**src/hw/rtl/wrse_pkg.sv**
```systemverilog
package wrse_pkg;

    localparam int TABLE_ENTRIES_DEF = 32;
    localparam int RELAY_SLOTS_DEF   = 20;
    localparam int WEEK_MINUTES      = 7 * 24 * 60;
    localparam int DAY_MINUTES       = 1440;
    localparam int MAX_FIRED         = 32;
    localparam int RELAY_W           = 20;
    localparam int IDX_MAX_W         = 8;
    localparam int ENTRY_W           = 73;

    localparam logic [4:0]  FITTED_RST   = 5'd2;
    localparam logic [19:0] PRESENT_RST  = 20'd0;
    localparam logic [13:0] CATCH_UP_RST = 14'd180;

    localparam logic [13:0] WEEK_C = 14'(WEEK_MINUTES);

    localparam logic [1:0] ACT_CLEAR = 2'd0;
    localparam logic [1:0] ACT_WRITE = 2'd1;
    localparam logic [1:0] ACT_TICK  = 2'd2;

    localparam logic [1:0] CFG_FITTED   = 2'd0;
    localparam logic [1:0] CFG_PRESENT  = 2'd1;
    localparam logic [1:0] CFG_CATCH_UP = 2'd2;

    typedef enum logic [2:0] {
        ST_IDLE,
        ST_PREP,
        ST_SCAN,
        ST_DECIDE,
        ST_FLUSH
    } wrse_state_t;

    typedef struct packed {
        logic [1:0]  action;
        logic [4:0]  entry_index;
        logic [30:0] event_id;
        logic [4:0]  target_relay;
        logic [2:0]  weekday;
        logic [13:0] time_value;
        logic        turn_on;
        logic        is_dated;
        logic [11:0] year;
        logic [3:0]  month;
        logic [4:0]  day_of_month;
        logic        clock_valid;
    } wrse_in_t;

    typedef struct packed {
        logic [4:0]  relay_number;
        logic        switch_on;
        logic [30:0] fired_id;
        logic [19:0] relay_states;
        logic        last_of_tick;
    } wrse_out_t;

    // sort key: position, id, off before on reversed (on first), slot
    typedef struct packed {
        logic [13:0]          pos;
        logic [30:0]          sid;
        logic                 off;
        logic [IDX_MAX_W-1:0] idx;
    } wrse_key_t;

    typedef struct packed {
        logic [13:0] prev;
        logic [13:0] delta;
        logic [2:0]  wday;
        logic [11:0] year;
        logic [3:0]  month;
        logic [4:0]  dom;
        logic [4:0]  fitted;
        logic [19:0] present;
    } wrse_ctx_t;

    typedef struct packed {
        logic        v;
        logic        ok;
        wrse_key_t   key;
        logic [4:0]  relay;
    } wrse_cand_t;

    function automatic logic [13:0] day_base(input logic [2:0] d);
        logic [13:0] r;
        begin
            case (d)
                3'd0:    r = 14'd0;
                3'd1:    r = 14'd1440;
                3'd2:    r = 14'd2880;
                3'd3:    r = 14'd4320;
                3'd4:    r = 14'd5760;
                3'd5:    r = 14'd7200;
                3'd6:    r = 14'd8640;
                default: r = 14'd0;
            endcase
            return r;
        end
    endfunction

    function automatic logic [2:0] week_day(input logic [13:0] m);
        logic [2:0] r;
        begin
            if (m < 14'd1440)      r = 3'd0;
            else if (m < 14'd2880) r = 3'd1;
            else if (m < 14'd4320) r = 3'd2;
            else if (m < 14'd5760) r = 3'd3;
            else if (m < 14'd7200) r = 3'd4;
            else if (m < 14'd8640) r = 3'd5;
            else                   r = 3'd6;
            return r;
        end
    endfunction

endpackage

```
**src/hw/rtl/wrse_if.sv**
```systemverilog
interface wrse_in_if;
    import wrse_pkg::*;
    logic     valid;
    logic     ready;
    wrse_in_t data;
    modport source (output valid, output data, input ready);
    modport sink (input valid, input data, output ready);
endinterface

interface wrse_out_if;
    import wrse_pkg::*;
    logic      valid;
    logic      ready;
    wrse_out_t data;
    modport source (output valid, output data, input ready);
    modport sink (input valid, input data, output ready);
endinterface

```
**src/hw/rtl/weekly_relay_schedule_executor.sv**
```systemverilog
// Weekly relay schedule executor. Items on "items" are clear, write-entry or
// minute-tick beats; one beat is taken at a time, and items.ready is low while
// a tick is worked on. A tick that reaches the 32-event cap skips the final
// empty pass; an output stall holds the tick up. Every result needs one full
// pass over all entry/weekday pairs, read one pair per cycle from the table
// RAM and ranked by one shared key comparator, which picks the smallest key
// above the last one fired. Results leave through an output register on
// "results"; the last result of a tick carries last_of_tick. Configuration
// is written through cfg_we/cfg_index/cfg_data; the user must write it only
// while idle, and the block itself does not enforce this.
module weekly_relay_schedule_executor #(
    parameter int TABLE_ENTRIES = wrse_pkg::TABLE_ENTRIES_DEF,
    parameter int RELAY_SLOTS   = wrse_pkg::RELAY_SLOTS_DEF
) (
    input  logic         clk,
    input  logic         rst_n,
    input  logic         cfg_we,
    input  logic [1:0]   cfg_index,
    input  logic [19:0]  cfg_data,
    wrse_in_if.sink      items,
    wrse_out_if.source   results
);
    import wrse_pkg::*;

    localparam int IDX_W = (TABLE_ENTRIES > 1) ? $clog2(TABLE_ENTRIES) : 1;

    // configuration
    logic [4:0]  fitted_reg;
    logic [19:0] present_reg;
    logic [13:0] catch_up_reg;

    // control state
    wrse_state_t              state_reg, state_next;
    logic [TABLE_ENTRIES-1:0] valid_reg, valid_next;
    logic [13:0]              prev_reg, prev_next;
    logic                     known_reg, known_next;
    logic [RELAY_W-1:0]       relay_bits_reg, relay_bits_next;
    logic [IDX_W-1:0]         iss_idx_reg, iss_idx_next;
    logic [2:0]               iss_day_reg, iss_day_next;
    logic                     iss_done_reg, iss_done_next;
    logic                     best_v_reg, best_v_next;
    logic                     last_v_reg, last_v_next;
    logic [5:0]               fired_reg, fired_next;
    logic                     pend_v_reg, pend_v_next;
    logic                     ov_reg, ov_next;

    // payload
    logic [13:0] mow_reg, mow_next;
    logic [13:0] delta_reg, delta_next;
    logic [2:0]  wday_reg, wday_next;
    logic [11:0] ty_reg, ty_next;
    logic [3:0]  tm_reg, tm_next;
    logic [4:0]  td_reg, td_next;
    wrse_key_t   best_key_reg, best_key_next;
    logic [4:0]  best_relay_reg, best_relay_next;
    wrse_key_t   last_key_reg, last_key_next;
    wrse_out_t   pend_reg, pend_next;
    wrse_out_t   od_reg, od_next;

    // table
    logic             ram_we;
    logic [8:0]       slot_ext;
    logic [IDX_W-1:0] slot;
    logic [ENTRY_W-1:0] ram_wdata;
    logic [ENTRY_W-1:0] ram_rdata;

    assign slot_ext  = {4'd0, items.data.entry_index};
    assign slot      = slot_ext[IDX_W-1:0];
    assign ram_wdata = {items.data.year, items.data.month, items.data.day_of_month,
                        items.data.weekday, items.data.time_value[10:0],
                        items.data.is_dated, items.data.turn_on,
                        items.data.target_relay, items.data.event_id};

    wrse_ram #(
        .WIDTH (ENTRY_W),
        .DEPTH (TABLE_ENTRIES),
        .AW    (IDX_W)
    ) u_table (
        .clk   (clk),
        .we    (ram_we),
        .waddr (slot),
        .wdata (ram_wdata),
        .raddr (iss_idx_reg),
        .rdata (ram_rdata)
    );

    // candidate pipeline
    wrse_ctx_t  ctx;
    wrse_cand_t cand;
    logic       cand_busy;
    logic       issue_v;

    assign ctx.prev    = prev_reg;
    assign ctx.delta   = delta_reg;
    assign ctx.wday    = wday_reg;
    assign ctx.year    = ty_reg;
    assign ctx.month   = tm_reg;
    assign ctx.dom     = td_reg;
    assign ctx.fitted  = fitted_reg;
    assign ctx.present = present_reg;

    assign issue_v = (state_reg == ST_SCAN) && !iss_done_reg;

    wrse_cand #(
        .TABLE_ENTRIES (TABLE_ENTRIES),
        .RELAY_SLOTS   (RELAY_SLOTS),
        .IDX_W         (IDX_W)
    ) u_cand (
        .clk        (clk),
        .rst_n      (rst_n),
        .issue_v    (issue_v),
        .issue_idx  (iss_idx_reg),
        .issue_day  (iss_day_reg),
        .rdata      (ram_rdata),
        .valid_bits (valid_reg),
        .ctx        (ctx),
        .cand       (cand),
        .busy       (cand_busy)
    );

    // shared key comparator: above the last fired key, below the best so far
    logic gt_last;
    logic lt_best;

    assign gt_last = !last_v_reg || (cand.key > last_key_reg);
    assign lt_best = !best_v_reg || (cand.key < best_key_reg);

    assign items.ready   = (state_reg == ST_IDLE);
    assign results.valid = ov_reg;
    assign results.data  = od_reg;

    logic [13:0]        mow_in;
    logic [13:0]        delta_c;
    logic [4:0]         rm1;
    logic [RELAY_W-1:0] rbit;
    logic [RELAY_W-1:0] bits_new;

    assign mow_in = (items.data.time_value >= WEEK_C)
                    ? (items.data.time_value - WEEK_C) : items.data.time_value;
    assign delta_c = (mow_reg >= prev_reg) ? (mow_reg - prev_reg)
                     : 14'(mow_reg + WEEK_C - prev_reg);
    assign rm1      = best_relay_reg - 5'd1;
    assign rbit     = RELAY_W'(1) << rm1;
    assign bits_new = best_key_reg.off ? (relay_bits_reg & ~rbit) : (relay_bits_reg | rbit);

    always_comb
    begin
        state_next      = state_reg;
        valid_next      = valid_reg;
        prev_next       = prev_reg;
        known_next      = known_reg;
        relay_bits_next = relay_bits_reg;
        iss_idx_next    = iss_idx_reg;
        iss_day_next    = iss_day_reg;
        iss_done_next   = iss_done_reg;
        best_v_next     = best_v_reg;
        last_v_next     = last_v_reg;
        fired_next      = fired_reg;
        pend_v_next     = pend_v_reg;
        ov_next         = ov_reg && !results.ready;
        mow_next        = mow_reg;
        delta_next      = delta_reg;
        wday_next       = wday_reg;
        ty_next         = ty_reg;
        tm_next         = tm_reg;
        td_next         = td_reg;
        best_key_next   = best_key_reg;
        best_relay_next = best_relay_reg;
        last_key_next   = last_key_reg;
        pend_next       = pend_reg;
        od_next         = od_reg;
        ram_we          = 1'b0;

        case (state_reg)
            ST_IDLE:
            begin
                if (items.valid)
                begin
                    case (items.data.action)
                        ACT_CLEAR:
                        begin
                            valid_next = '0;
                        end
                        ACT_WRITE:
                        begin
                            if (slot_ext < 9'(TABLE_ENTRIES))
                            begin
                                ram_we           = 1'b1;
                                valid_next[slot] = 1'b1;
                            end
                        end
                        ACT_TICK:
                        begin
                            if (items.data.clock_valid)
                            begin
                                mow_next   = mow_in;
                                ty_next    = items.data.year;
                                tm_next    = items.data.month;
                                td_next    = items.data.day_of_month;
                                state_next = ST_PREP;
                            end
                        end
                        default:
                        begin
                        end
                    endcase
                end
            end

            ST_PREP:
            begin
                state_next = ST_IDLE;
                if (!known_reg)
                begin
                    prev_next  = mow_reg;
                    known_next = 1'b1;
                end
                else if (delta_c > catch_up_reg)
                begin
                    prev_next = mow_reg;
                end
                else if (delta_c != 14'd0)
                begin
                    delta_next    = delta_c;
                    wday_next     = week_day(mow_reg);
                    iss_idx_next  = '0;
                    iss_day_next  = 3'd0;
                    iss_done_next = 1'b0;
                    best_v_next   = 1'b0;
                    last_v_next   = 1'b0;
                    fired_next    = 6'd0;
                    pend_v_next   = 1'b0;
                    state_next    = ST_SCAN;
                end
            end

            ST_SCAN:
            begin
                if (!iss_done_reg)
                begin
                    if (iss_day_reg == 3'd6)
                    begin
                        iss_day_next = 3'd0;
                        if (iss_idx_reg == IDX_W'(TABLE_ENTRIES - 1))
                        begin
                            iss_done_next = 1'b1;
                        end
                        else
                        begin
                            iss_idx_next = iss_idx_reg + IDX_W'(1);
                        end
                    end
                    else
                    begin
                        iss_day_next = iss_day_reg + 3'd1;
                    end
                end
                if (cand.v && cand.ok && gt_last && lt_best)
                begin
                    best_v_next     = 1'b1;
                    best_key_next   = cand.key;
                    best_relay_next = cand.relay;
                end
                if (iss_done_reg && !cand_busy)
                begin
                    state_next = ST_DECIDE;
                end
            end

            ST_DECIDE:
            begin
                if (best_v_reg)
                begin
                    // the previous result is not the last one: send it first
                    if (!(pend_v_reg && ov_reg))
                    begin
                        if (pend_v_reg)
                        begin
                            ov_next = 1'b1;
                            od_next = pend_reg;
                        end
                        relay_bits_next        = bits_new;
                        pend_v_next            = 1'b1;
                        pend_next.relay_number = best_relay_reg;
                        pend_next.switch_on    = !best_key_reg.off;
                        pend_next.fired_id     = best_key_reg.sid;
                        pend_next.relay_states = bits_new;
                        pend_next.last_of_tick = 1'b0;
                        fired_next             = fired_reg + 6'd1;
                        if (fired_reg == 6'(MAX_FIRED - 1))
                        begin
                            state_next = ST_FLUSH;
                        end
                        else
                        begin
                            last_v_next   = 1'b1;
                            last_key_next = best_key_reg;
                            best_v_next   = 1'b0;
                            iss_idx_next  = '0;
                            iss_day_next  = 3'd0;
                            iss_done_next = 1'b0;
                            state_next    = ST_SCAN;
                        end
                    end
                end
                else if (pend_v_reg)
                begin
                    state_next = ST_FLUSH;
                end
                else
                begin
                    prev_next  = mow_reg;
                    state_next = ST_IDLE;
                end
            end

            ST_FLUSH:
            begin
                if (!ov_reg)
                begin
                    ov_next              = 1'b1;
                    od_next              = pend_reg;
                    od_next.last_of_tick = 1'b1;
                    pend_v_next          = 1'b0;
                    prev_next            = mow_reg;
                    state_next           = ST_IDLE;
                end
            end

            default:
            begin
                state_next = ST_IDLE;
            end
        endcase
    end

    always_ff @(posedge clk or negedge rst_n)
    begin
        if (!rst_n)
        begin
            state_reg      <= ST_IDLE;
            valid_reg      <= '0;
            prev_reg       <= 14'd0;
            known_reg      <= 1'b0;
            relay_bits_reg <= '0;
            iss_idx_reg    <= '0;
            iss_day_reg    <= 3'd0;
            iss_done_reg   <= 1'b1;
            best_v_reg     <= 1'b0;
            last_v_reg     <= 1'b0;
            fired_reg      <= 6'd0;
            pend_v_reg     <= 1'b0;
            ov_reg         <= 1'b0;
            fitted_reg     <= FITTED_RST;
            present_reg    <= PRESENT_RST;
            catch_up_reg   <= CATCH_UP_RST;
        end
        else
        begin
            state_reg      <= state_next;
            valid_reg      <= valid_next;
            prev_reg       <= prev_next;
            known_reg      <= known_next;
            relay_bits_reg <= relay_bits_next;
            iss_idx_reg    <= iss_idx_next;
            iss_day_reg    <= iss_day_next;
            iss_done_reg   <= iss_done_next;
            best_v_reg     <= best_v_next;
            last_v_reg     <= last_v_next;
            fired_reg      <= fired_next;
            pend_v_reg     <= pend_v_next;
            ov_reg         <= ov_next;
            if (cfg_we)
            begin
                case (cfg_index)
                    CFG_FITTED:   fitted_reg   <= cfg_data[4:0];
                    CFG_PRESENT:  present_reg  <= cfg_data;
                    CFG_CATCH_UP: catch_up_reg <= cfg_data[13:0];
                    default:
                    begin
                    end
                endcase
            end
        end
    end

    always_ff @(posedge clk)
    begin
        mow_reg        <= mow_next;
        delta_reg      <= delta_next;
        wday_reg       <= wday_next;
        ty_reg         <= ty_next;
        tm_reg         <= tm_next;
        td_reg         <= td_next;
        best_key_reg   <= best_key_next;
        best_relay_reg <= best_relay_next;
        last_key_reg   <= last_key_next;
        pend_reg       <= pend_next;
        od_reg         <= od_next;
    end
endmodule

```
**src/hw/rtl/wrse_ram.sv**
```systemverilog
module wrse_ram #(
    parameter int WIDTH = 8,
    parameter int DEPTH = 32,
    parameter int AW    = (DEPTH > 1) ? $clog2(DEPTH) : 1
) (
    input  logic             clk,
    input  logic             we,
    input  logic [AW-1:0]    waddr,
    input  logic [WIDTH-1:0] wdata,
    input  logic [AW-1:0]    raddr,
    output logic [WIDTH-1:0] rdata
);
    logic [WIDTH-1:0] mem [DEPTH];

    always_ff @(posedge clk)
    begin
        if (we)
        begin
            mem[waddr] <= wdata;
        end
        rdata <= mem[raddr];
    end
endmodule

```
**src/hw/rtl/wrse_cand.sv**
```systemverilog
module wrse_cand #(
    parameter int TABLE_ENTRIES = wrse_pkg::TABLE_ENTRIES_DEF,
    parameter int RELAY_SLOTS   = wrse_pkg::RELAY_SLOTS_DEF,
    parameter int IDX_W         = (TABLE_ENTRIES > 1) ? $clog2(TABLE_ENTRIES) : 1
) (
    input  logic                         clk,
    input  logic                         rst_n,
    input  logic                         issue_v,
    input  logic [IDX_W-1:0]             issue_idx,
    input  logic [2:0]                   issue_day,
    input  logic [wrse_pkg::ENTRY_W-1:0] rdata,
    input  logic [TABLE_ENTRIES-1:0]     valid_bits,
    input  wrse_pkg::wrse_ctx_t          ctx,
    output wrse_pkg::wrse_cand_t         cand,
    output logic                         busy
);
    import wrse_pkg::*;

    logic             s1_v_reg;
    logic [IDX_W-1:0] s1_idx_reg;
    logic [2:0]       s1_day_reg;

    logic             s2_v_reg;
    logic             s2_elig_reg;
    logic [13:0]      s2_evm_reg;
    logic [30:0]      s2_sid_reg;
    logic             s2_on_reg;
    logic [4:0]       s2_relay_reg;
    logic [IDX_W-1:0] s2_idx_reg;

    logic             s3_v_reg;
    wrse_cand_t       s3_reg;

    // stage 1: decode the entry read from the table
    logic [30:0] sid;
    logic [4:0]  relay;
    logic        on;
    logic        dated;
    logic [10:0] minute;
    logic [2:0]  wd;
    logic [4:0]  e_dom;
    logic [3:0]  e_month;
    logic [11:0] e_year;
    logic        day_ok;
    logic [13:0] ev;
    logic [13:0] evm;
    logic [4:0]  rm1;
    logic [31:0] mask_sh;
    logic        usable;
    logic        elig;

    assign sid     = rdata[30:0];
    assign relay   = rdata[35:31];
    assign on      = rdata[36];
    assign dated   = rdata[37];
    assign minute  = rdata[48:38];
    assign wd      = rdata[51:49];
    assign e_dom   = rdata[56:52];
    assign e_month = rdata[60:57];
    assign e_year  = rdata[72:61];

    assign rm1     = relay - 5'd1;
    assign mask_sh = {12'd0, ctx.present} >> rm1;

    always_comb
    begin
        if (dated)
        begin
            day_ok = (s1_day_reg == 3'd0) && (e_year == ctx.year)
                     && (e_month == ctx.month) && (e_dom == ctx.dom);
            ev     = day_base(ctx.wday) + 14'(minute);
        end
        else
        begin
            day_ok = (wd == 3'd0) || (wd == (s1_day_reg + 3'd1));
            ev     = day_base(s1_day_reg) + 14'(minute);
        end
        evm    = (ev >= WEEK_C) ? (ev - WEEK_C) : ev;
        usable = (relay != 5'd0) && (relay <= ctx.fitted)
                 && ({1'b0, relay} <= 6'(RELAY_SLOTS)) && mask_sh[0];
        elig   = valid_bits[s1_idx_reg] && day_ok && usable;
    end

    // stage 2: position in the window
    logic [13:0] from;
    logic        in_win;

    always_comb
    begin
        if (s2_evm_reg >= ctx.prev)
        begin
            from = s2_evm_reg - ctx.prev;
        end
        else
        begin
            from = 14'(s2_evm_reg + WEEK_C - ctx.prev);
        end
        in_win = (from != 14'd0) && (from <= ctx.delta);
    end

    always_ff @(posedge clk or negedge rst_n)
    begin
        if (!rst_n)
        begin
            s1_v_reg <= 1'b0;
            s2_v_reg <= 1'b0;
            s3_v_reg <= 1'b0;
        end
        else
        begin
            s1_v_reg <= issue_v;
            s2_v_reg <= s1_v_reg;
            s3_v_reg <= s2_v_reg;
        end
    end

    always_ff @(posedge clk)
    begin
        s1_idx_reg     <= issue_idx;
        s1_day_reg     <= issue_day;
        s2_elig_reg    <= elig;
        s2_evm_reg     <= evm;
        s2_sid_reg     <= sid;
        s2_on_reg      <= on;
        s2_relay_reg   <= relay;
        s2_idx_reg     <= s1_idx_reg;
        s3_reg.v       <= 1'b1;
        s3_reg.ok      <= s2_elig_reg && in_win;
        s3_reg.key.pos <= from;
        s3_reg.key.sid <= s2_sid_reg;
        s3_reg.key.off <= !s2_on_reg;
        s3_reg.key.idx <= IDX_MAX_W'(s2_idx_reg);
        s3_reg.relay   <= s2_relay_reg;
    end

    always_comb
    begin
        cand   = s3_reg;
        cand.v = s3_v_reg;
    end

    assign busy = s1_v_reg || s2_v_reg || s3_v_reg;
endmodule
```
**src/flat_wrapper.sv**
```systemverilog
// flat-port wrapper written by rule: the top's interface ports become plain ports
module weekly_relay_schedule_executor_flat import wrse_pkg::*;
#(
    parameter int TABLE_ENTRIES = wrse_pkg::TABLE_ENTRIES_DEF,
    parameter int RELAY_SLOTS   = wrse_pkg::RELAY_SLOTS_DEF
)
  (clk, rst_n, cfg_we, cfg_index, cfg_data, items_valid, items_data, items_ready, results_valid, results_data, results_ready);
  wrse_in_if items_i ();
  wrse_out_if results_i ();
  input  logic clk;
  input  logic rst_n;
  input  logic cfg_we;
  input  logic [1:0] cfg_index;
  input  logic [19:0] cfg_data;
  input wire logic [$bits(items_i.valid)-1:0] items_valid;
  input wire logic [$bits(items_i.data)-1:0] items_data;
  output wire logic [$bits(items_i.ready)-1:0] items_ready;
  output wire logic [$bits(results_i.valid)-1:0] results_valid;
  output wire logic [$bits(results_i.data)-1:0] results_data;
  input wire logic [$bits(results_i.ready)-1:0] results_ready;
  assign items_i.valid = items_valid;
  assign items_i.data = items_data;
  assign items_ready = items_i.ready;
  assign results_valid = results_i.valid;
  assign results_data = results_i.data;
  assign results_i.ready = results_ready;
  weekly_relay_schedule_executor #(.TABLE_ENTRIES(TABLE_ENTRIES), .RELAY_SLOTS(RELAY_SLOTS)) u_core (.clk(clk), .rst_n(rst_n), .cfg_we(cfg_we), .cfg_index(cfg_index), .cfg_data(cfg_data), .items(items_i), .results(results_i));
endmodule
```
**config.mk**
```make
export PLATFORM = sky130hd
export DESIGN_NAME = weekly_relay_schedule_executor_flat
export DESIGN_NICKNAME = d
export VERILOG_FILES = /design/src/hw/rtl/wrse_pkg.sv /design/src/hw/rtl/wrse_if.sv /design/src/hw/rtl/weekly_relay_schedule_executor.sv /design/src/hw/rtl/wrse_ram.sv /design/src/hw/rtl/wrse_cand.sv /design/src/flat_wrapper.sv
export SDC_FILE = /design/constraint.sdc
export NUM_CORES = 2
export LEC_CHECK = 0
export BUFFER_PORTS_ARGS = -buffer_cell sky130_fd_sc_hd__buf_2
export CAP_MARGIN = 15
export CORE_UTILIZATION = 40
export CTS_CLUSTER_SIZE = 16
export DETAILED_ROUTE_END_ITERATION = 7
export PLACE_DENSITY = 0.58
export RECOVER_POWER = 100
export SLEW_MARGIN = 25
export SYNTH_ARGS = -nofsm -noshare
export SYNTH_HDL_FRONTEND = slang
export SYNTH_SLANG_ARGS = --single-unit
```
**constraint.sdc**
```tcl
create_clock -name clk -period 17.19 [get_ports clk]
set_clock_uncertainty 0.05 [all_clocks]
set_input_delay 0.8595 -clock clk [delete_from_list [all_inputs] [get_ports clk]]
set_output_delay 0.8595 -clock clk [all_outputs]
set_load 0.02 [all_outputs]
```
After elaboration in Yosys (flattened, before gate mapping)
Memory sizes are Yosys's and may differ from the RTL's. A register that Yosys moved wholly into a read port is not among the register bits.
Index checks and enable logic that the tools add are counted.
{"block": "op_classes", "add_sub_neg": 16, "magnitude_cmp": 20, "n_eq_ne": 48, "shifts": 2, "muxes": 105, "n_bitwise": 7, "n_reduce_logical": 64}
{"operator": "58-bit 2-to-1 mux", "n": 4}
{"operator": "14-bit 2-to-1 mux", "n": 12}
{"operator": "14-bit one-hot mux with 6 select lines", "n": 2}
{"operator": "58-bit one-hot mux with 2 select lines", "n": 1}
{"operator": "32-bit one-hot mux with 2 select lines", "n": 1}
{"operator": "3-bit 2-to-1 mux", "n": 19}
{"operator": "14-bit subtractor", "n": 4}
{"operator": "54-bit > comparator", "n": 1}
{"operator": "54-bit less-than comparator", "n": 1}
{"operator": "5-bit 2-to-1 mux", "n": 9}
{"operator": "14-bit by 13-bit less-than comparator with 1-bit output, second input constant", "n": 3}
{"operator": "14-bit one-hot mux with 3 select lines", "n": 1}
{"operator": "1-bit 2-to-1 mux", "n": 33}
{"operator": "32-bit 2-to-1 mux", "n": 1}
{"operator": "32-bit bitwise OR", "n": 1}
{"operator": "6-bit 2-to-1 mux", "n": 5}
{"operator": "14-bit by 11-bit adder with 14-bit output", "n": 2}
{"operator": "14-bit adder, second input constant", "n": 2}
{"operator": "14-bit greater-or-equal comparator", "n": 2}
{"operator": "14-bit greater-or-equal comparator, second input constant", "n": 2}
{"operator": "14-bit nonzero test", "n": 2}
{"operator": "14-bit subtractor, second input constant", "n": 2}
{"operator": "2-bit inequality test, second input constant", "n": 13}
{"operator": "3-bit equality test, second input constant", "n": 8}
{"operator": "other kinds (59)", "n": 131}
{"block": "totals", "ff_bits": 527, "ram_bits": 2336, "input_bits": 111, "output_inout_bits": 60, "word_cells": 322, "mem_count": 1}
{"memory": "u_core.u_table.mem", "depth": 32, "width": 73, "read_ports": 1, "rd_clocked_by_memory_dff": 1, "write_ports": 1, "line_no": "wrse_ram.sv:13", "rtl": "logic [WIDTH-1:0] mem [DEPTH];"}

Longest topological paths before layout
{"block": "depth", "ltp_word": 8, "depth_mapped": 23, "depth_no_buf": 23}

By module
A second synthesis with hierarchy kept.
{"block": "hier_totals", "cells_unflattened": 6430, "hier_area_um2": 115859.9}
{"mod": "wrse_ram", "n_inst": 1, "cells_each": 4292, "area_each_um2": 90320.4}
{"mod": "weekly_relay_schedule_executor", "n_inst": 1, "cells_each": 1531, "area_each_um2": 19277.2}
{"mod": "wrse_cand", "n_inst": 1, "cells_each": 607, "area_each_um2": 6262.3}

Worst setup path after synthesis
OpenSTA, ideal clock, no wires.
{"block": "synth_path", "kind": "flip-flop to flip-flop", "start": "register u_core.state_reg[0]", "end": "memory u_core.u_table.mem[10][0] in the netlist's numbering, enable pin", "setup_time_ps": 505, "arrival_ps": 5464, "required_time_ps": 16635, "setup_slack_ps": 11171, "stages_incl_launch_ff": 7, "path_cell_list": "dfrtp_1 > clkbuf_1 > nor3_1 > nand3b_1 > nor3b_1 > nand2_1 > nor2_1"}
{"block": "synth_between", "elab_chain_cells": 4}
{"element": "start, declared", "line_no": "weekly_relay_schedule_executor.sv:33", "rtl": "wrse_state_t state_reg, state_next;"}
{"element": "start signal, assigned", "line_no": "weekly_relay_schedule_executor.sv:360", "rtl": "state_reg <= state_next;"}
{"element": "3-bit logical NOT"}
{"element": "via items_ready", "line_no": "flat_wrapper.sv:17", "rtl": "output wire logic [$bits(items_i.ready)-1:0] items_ready;"}
{"element": "1-bit 2-to-1 mux", "line_no": "weekly_relay_schedule_executor.sv:174", "rtl": "case (state_reg)"}
{"element": "1-bit 2-to-1 mux", "line_no": "wrse_ram.sv:17", "rtl": "if (we)"}
{"element": "1-bit 2-to-1 mux (implied by the code)", "line_no": "wrse_ram.sv:19", "rtl": "mem[waddr] <= wdata;"}
{"element": "end, declared", "line_no": "wrse_ram.sv:13"}
The timed path passes the listed nets, and every way through them passes these cells.

==> reports/metrics.yaml <==
status: "finished with violations"
violations: "capacitance limit, slew limit"
grt_pass1_vias: 56700
drive_gt1_share_pct: 22.9
irDropWorstVdd_v: 0.000103
cts_root_buf: "clkbuf_16"
crit_arrival_ns: 10.74
grt_max_degree: 157
clkSlewWorstSetupHoldPaths_ns: 0.06
max-slew-margin-rel_pct: -458
die_h_microns: 538
worstPathMaxFanout: 44
worstReg2RegStart: "u_core.iss_idx_reg[2]$_DFFE_PN0P_"
largest-register: "u_core.u_table.mem"
slew_violations: 3618
clk_latency_ns: 0.92
routed_wl_mm: 279
design_area_sq_um: 131000
cts_setup_buffers: 0
maxCapViolCount: 107
timing.fmax_mhz: 99.5
syn_inst: 5540
critPathCaptureType: "flop"
ys_seq_area_share_pct: 74.5
layout.cells.non_filler: 9957
num_vias: 55500
clkSinkCount: 2936
hold_buffers: 1
io_buffers: 170
yosys_warnings: 0
syn_to_final_growth_pct: 13.7
syn_area_sq_um: 115000
cp-startpoint: "u_core.iss_idx_reg[2]$_DFFE_PN0P_"
p_leak_nw: 42.1
setup_viol: 0
ys.flop_type: "edfxtp_1"
gp_congestion: 0.802
finalHoldViolations: 0
htreeDepth: 5
finalCriticalPeriod_ns: 10.05
drt_iter0_drc: 5445
hpwl_mm: 151
ys_seq_elements: 2936
drc: 0
worstSetupStartpointType: "flop"
required_ns: 17.88
die_x_microns: 538
worstSetupPathType: "reg2reg"
antenna_found_initial: 41
placed_area_sq_um: 121000
wl_per_cell_microns: 28.1
fill_cells: 23900
reg2reg_to: "u_core.u_table.rdata[32]$_DFF_P_"
cts_tree: "done"
cts_inserted_buffers: 315
ios: 171
fp.coreArea_sq_um: 285000
min_path_type: "in2reg"
critPathCapture: "u_core.u_table.rdata[32]$_DFF_P_"
rsz0062_at_grt: "false"
die-area_sq_um: 289000
syn_area_per_cell_sq_um: 20.7
fin_crit_sh_pct: 58.4
syn_nets: 5883
grt_pass1_wl_mm: 403
gr-total-overflow: 0
dp_cells: 9363
power_density_nw_per_um2: 140
synth-edff-count: 2610
ys_types: 95
r2r_slack_ns: 7.14
avgViaCountPerCell: 5.57
post_cts_resize_count: 0
drtAntennaViolNets: 0
start_util_pct: 40.2
fin_setup_tns_ns: 0
tightest_slew_ns: 8.37
rr_worst_depth: 4
cts_buffer_depth: 4
largest_reg_flops: 2336
dr.pass1.iters: 5
synthArstFlopShare_pct: 4.46
fin_nets: 6263
grt_usage_pct: 19.3
rows: 196
-- stage by stage --
step	setup WS, ns	power (mW)	hold slack [ns]	util (%)
after detailed placement	11.27	11.6	0.262	42.3
after global routing	6.89	19.0	0.0744	45.8
final	7.14	18.3	0.0987	45.8
after global placement	11.29	11.6	0.261	42.3
after CTS	11.28	18.4	0.0323	46.0
after floorplan	11.17	10.7	0.260	-
-- kinds of logic (layout without fill, tap and decap cells) --
| group | count (synthesis) | in the layout | synth area share [%] |
|---|---|---|---|
| buffers and inverters | 458 | 1101 | 1.51 |
| multiplexers | 900 | 900 | 16.1 |
| flip-flops | 2936 | 2936 | 74.5 |
| adder cells (fa/ha/maj) | 232 | 232 | 2.65 |
| other | 0 | 12 | 0 |
| XOR/XNOR | 90 | 90 | 0.687 |
| AO/OA/AOI/OAI | 405 | 405 | 2.26 |
| AND/OR/NAND/NOR | 519 | 519 | 2.22 |
-- routing by layer --
metal / GRT usage, % / part of all wire (%) / vias to the layer above
met5: 0 / 0.043 / -
met4: 5.04 / 2.2 / 18
met3: 3.59 / 6.6 / 420
met2: 30.6 / 48 / 1824
met1: 27.4 / 43 / 29900
li1: - / - / 23400
-- critical path, stage by stage, from the launching register on --
cell	delay, ns
dfrtp_1	2.30
clkbuf_1	3.17
clkbuf_1	3.10
mux4_2	0.79
mux2_1	0.43
-- placed cells by master (no fill, tap or decap), types with 123 or more instances in the layout --
cell type	count
dfxtp_1	195
nand2_1	132
nor2_1	136
inv_1	240
clkbuf_1	301
ha_1	213
edfxtp_1	2610
a21oi_1	127
mux4_2	745
clkbuf_16	321
dfrtp_1	123
-- power by group --
part | switching (mW) | total, mW | internal (mW)
combinational | 1.80 | 3.26 | 1.45
sequential | 0.189 | 8.18 | 8.00
clock | 2.84 | 6.83 | 3.98
total | 4.84 | 18.3 | 13.4
-- worst min-delay path by stage --
stage	startpoint	end	slack, ns	cells past startpoint
after floorplan	u_core.u_cand.s2_relay_reg[0]$_DFF_P_	u_core.u_cand.cand[0]$_DFF_P_	0.26	0
after global placement	u_core.u_cand.s2_sid_reg[23]$_DFF_P_	u_core.u_cand.cand[37]$_DFF_P_	0.26	0
after detailed placement	u_core.u_cand.s2_sid_reg[20]$_DFF_P_	u_core.u_cand.cand[34]$_DFF_P_	0.26	0
after CTS	results_ready	u_core.results.valid$_DFF_PN0_	0.03	2
after global routing	results_ready	u_core.results.valid$_DFF_PN0_	0.07	2
final	results_ready	u_core.results.valid$_DFF_PN0_	0.1	2
-- layout make-up --
| class | instances | area (sq um) | share of cell area (%) |
|---|---|---|---|
| clock buffer | 422 | 8660 | 6.64 |
| multi-input combinational | 2146 | 27600 | 21.1 |
| sequential | 2936 | 85600 | 65.5 |
| clock inverter | 158 | 1810 | 1.39 |
| inverter | 242 | 917 | 0.703 |
| timing repair buffer | 279 | 1250 | 0.956 |
| tap | 3762 | 4710 | 3.61 |
| antenna | 12 | 30.0 | 0.0230 |
-- synthesized netlist by cell type, types with 33 or more instances --
cell	number	area share, %
nand2_1	132	0.43
dfrtp_1	125	2.7
mux4_2	745	15
nand3_1	37	0.16
buf_1	47	0.15
edfxtp_1	2610	68
mux2_2	131	1.3
nand4_1	33	0.18
a21o_1	38	0.25
ha_1	213	2.3
nor2_1	156	0.51
xnor2_1	45	0.34
o21ai_0	93	0.41
inv_1	240	0.78
dfxtp_1	195	3.4
clkbuf_1	161	0.53
xor2_1	45	0.34
a21oi_1	126	0.55
Note: power is estimated with default switching activity, not from simulation.
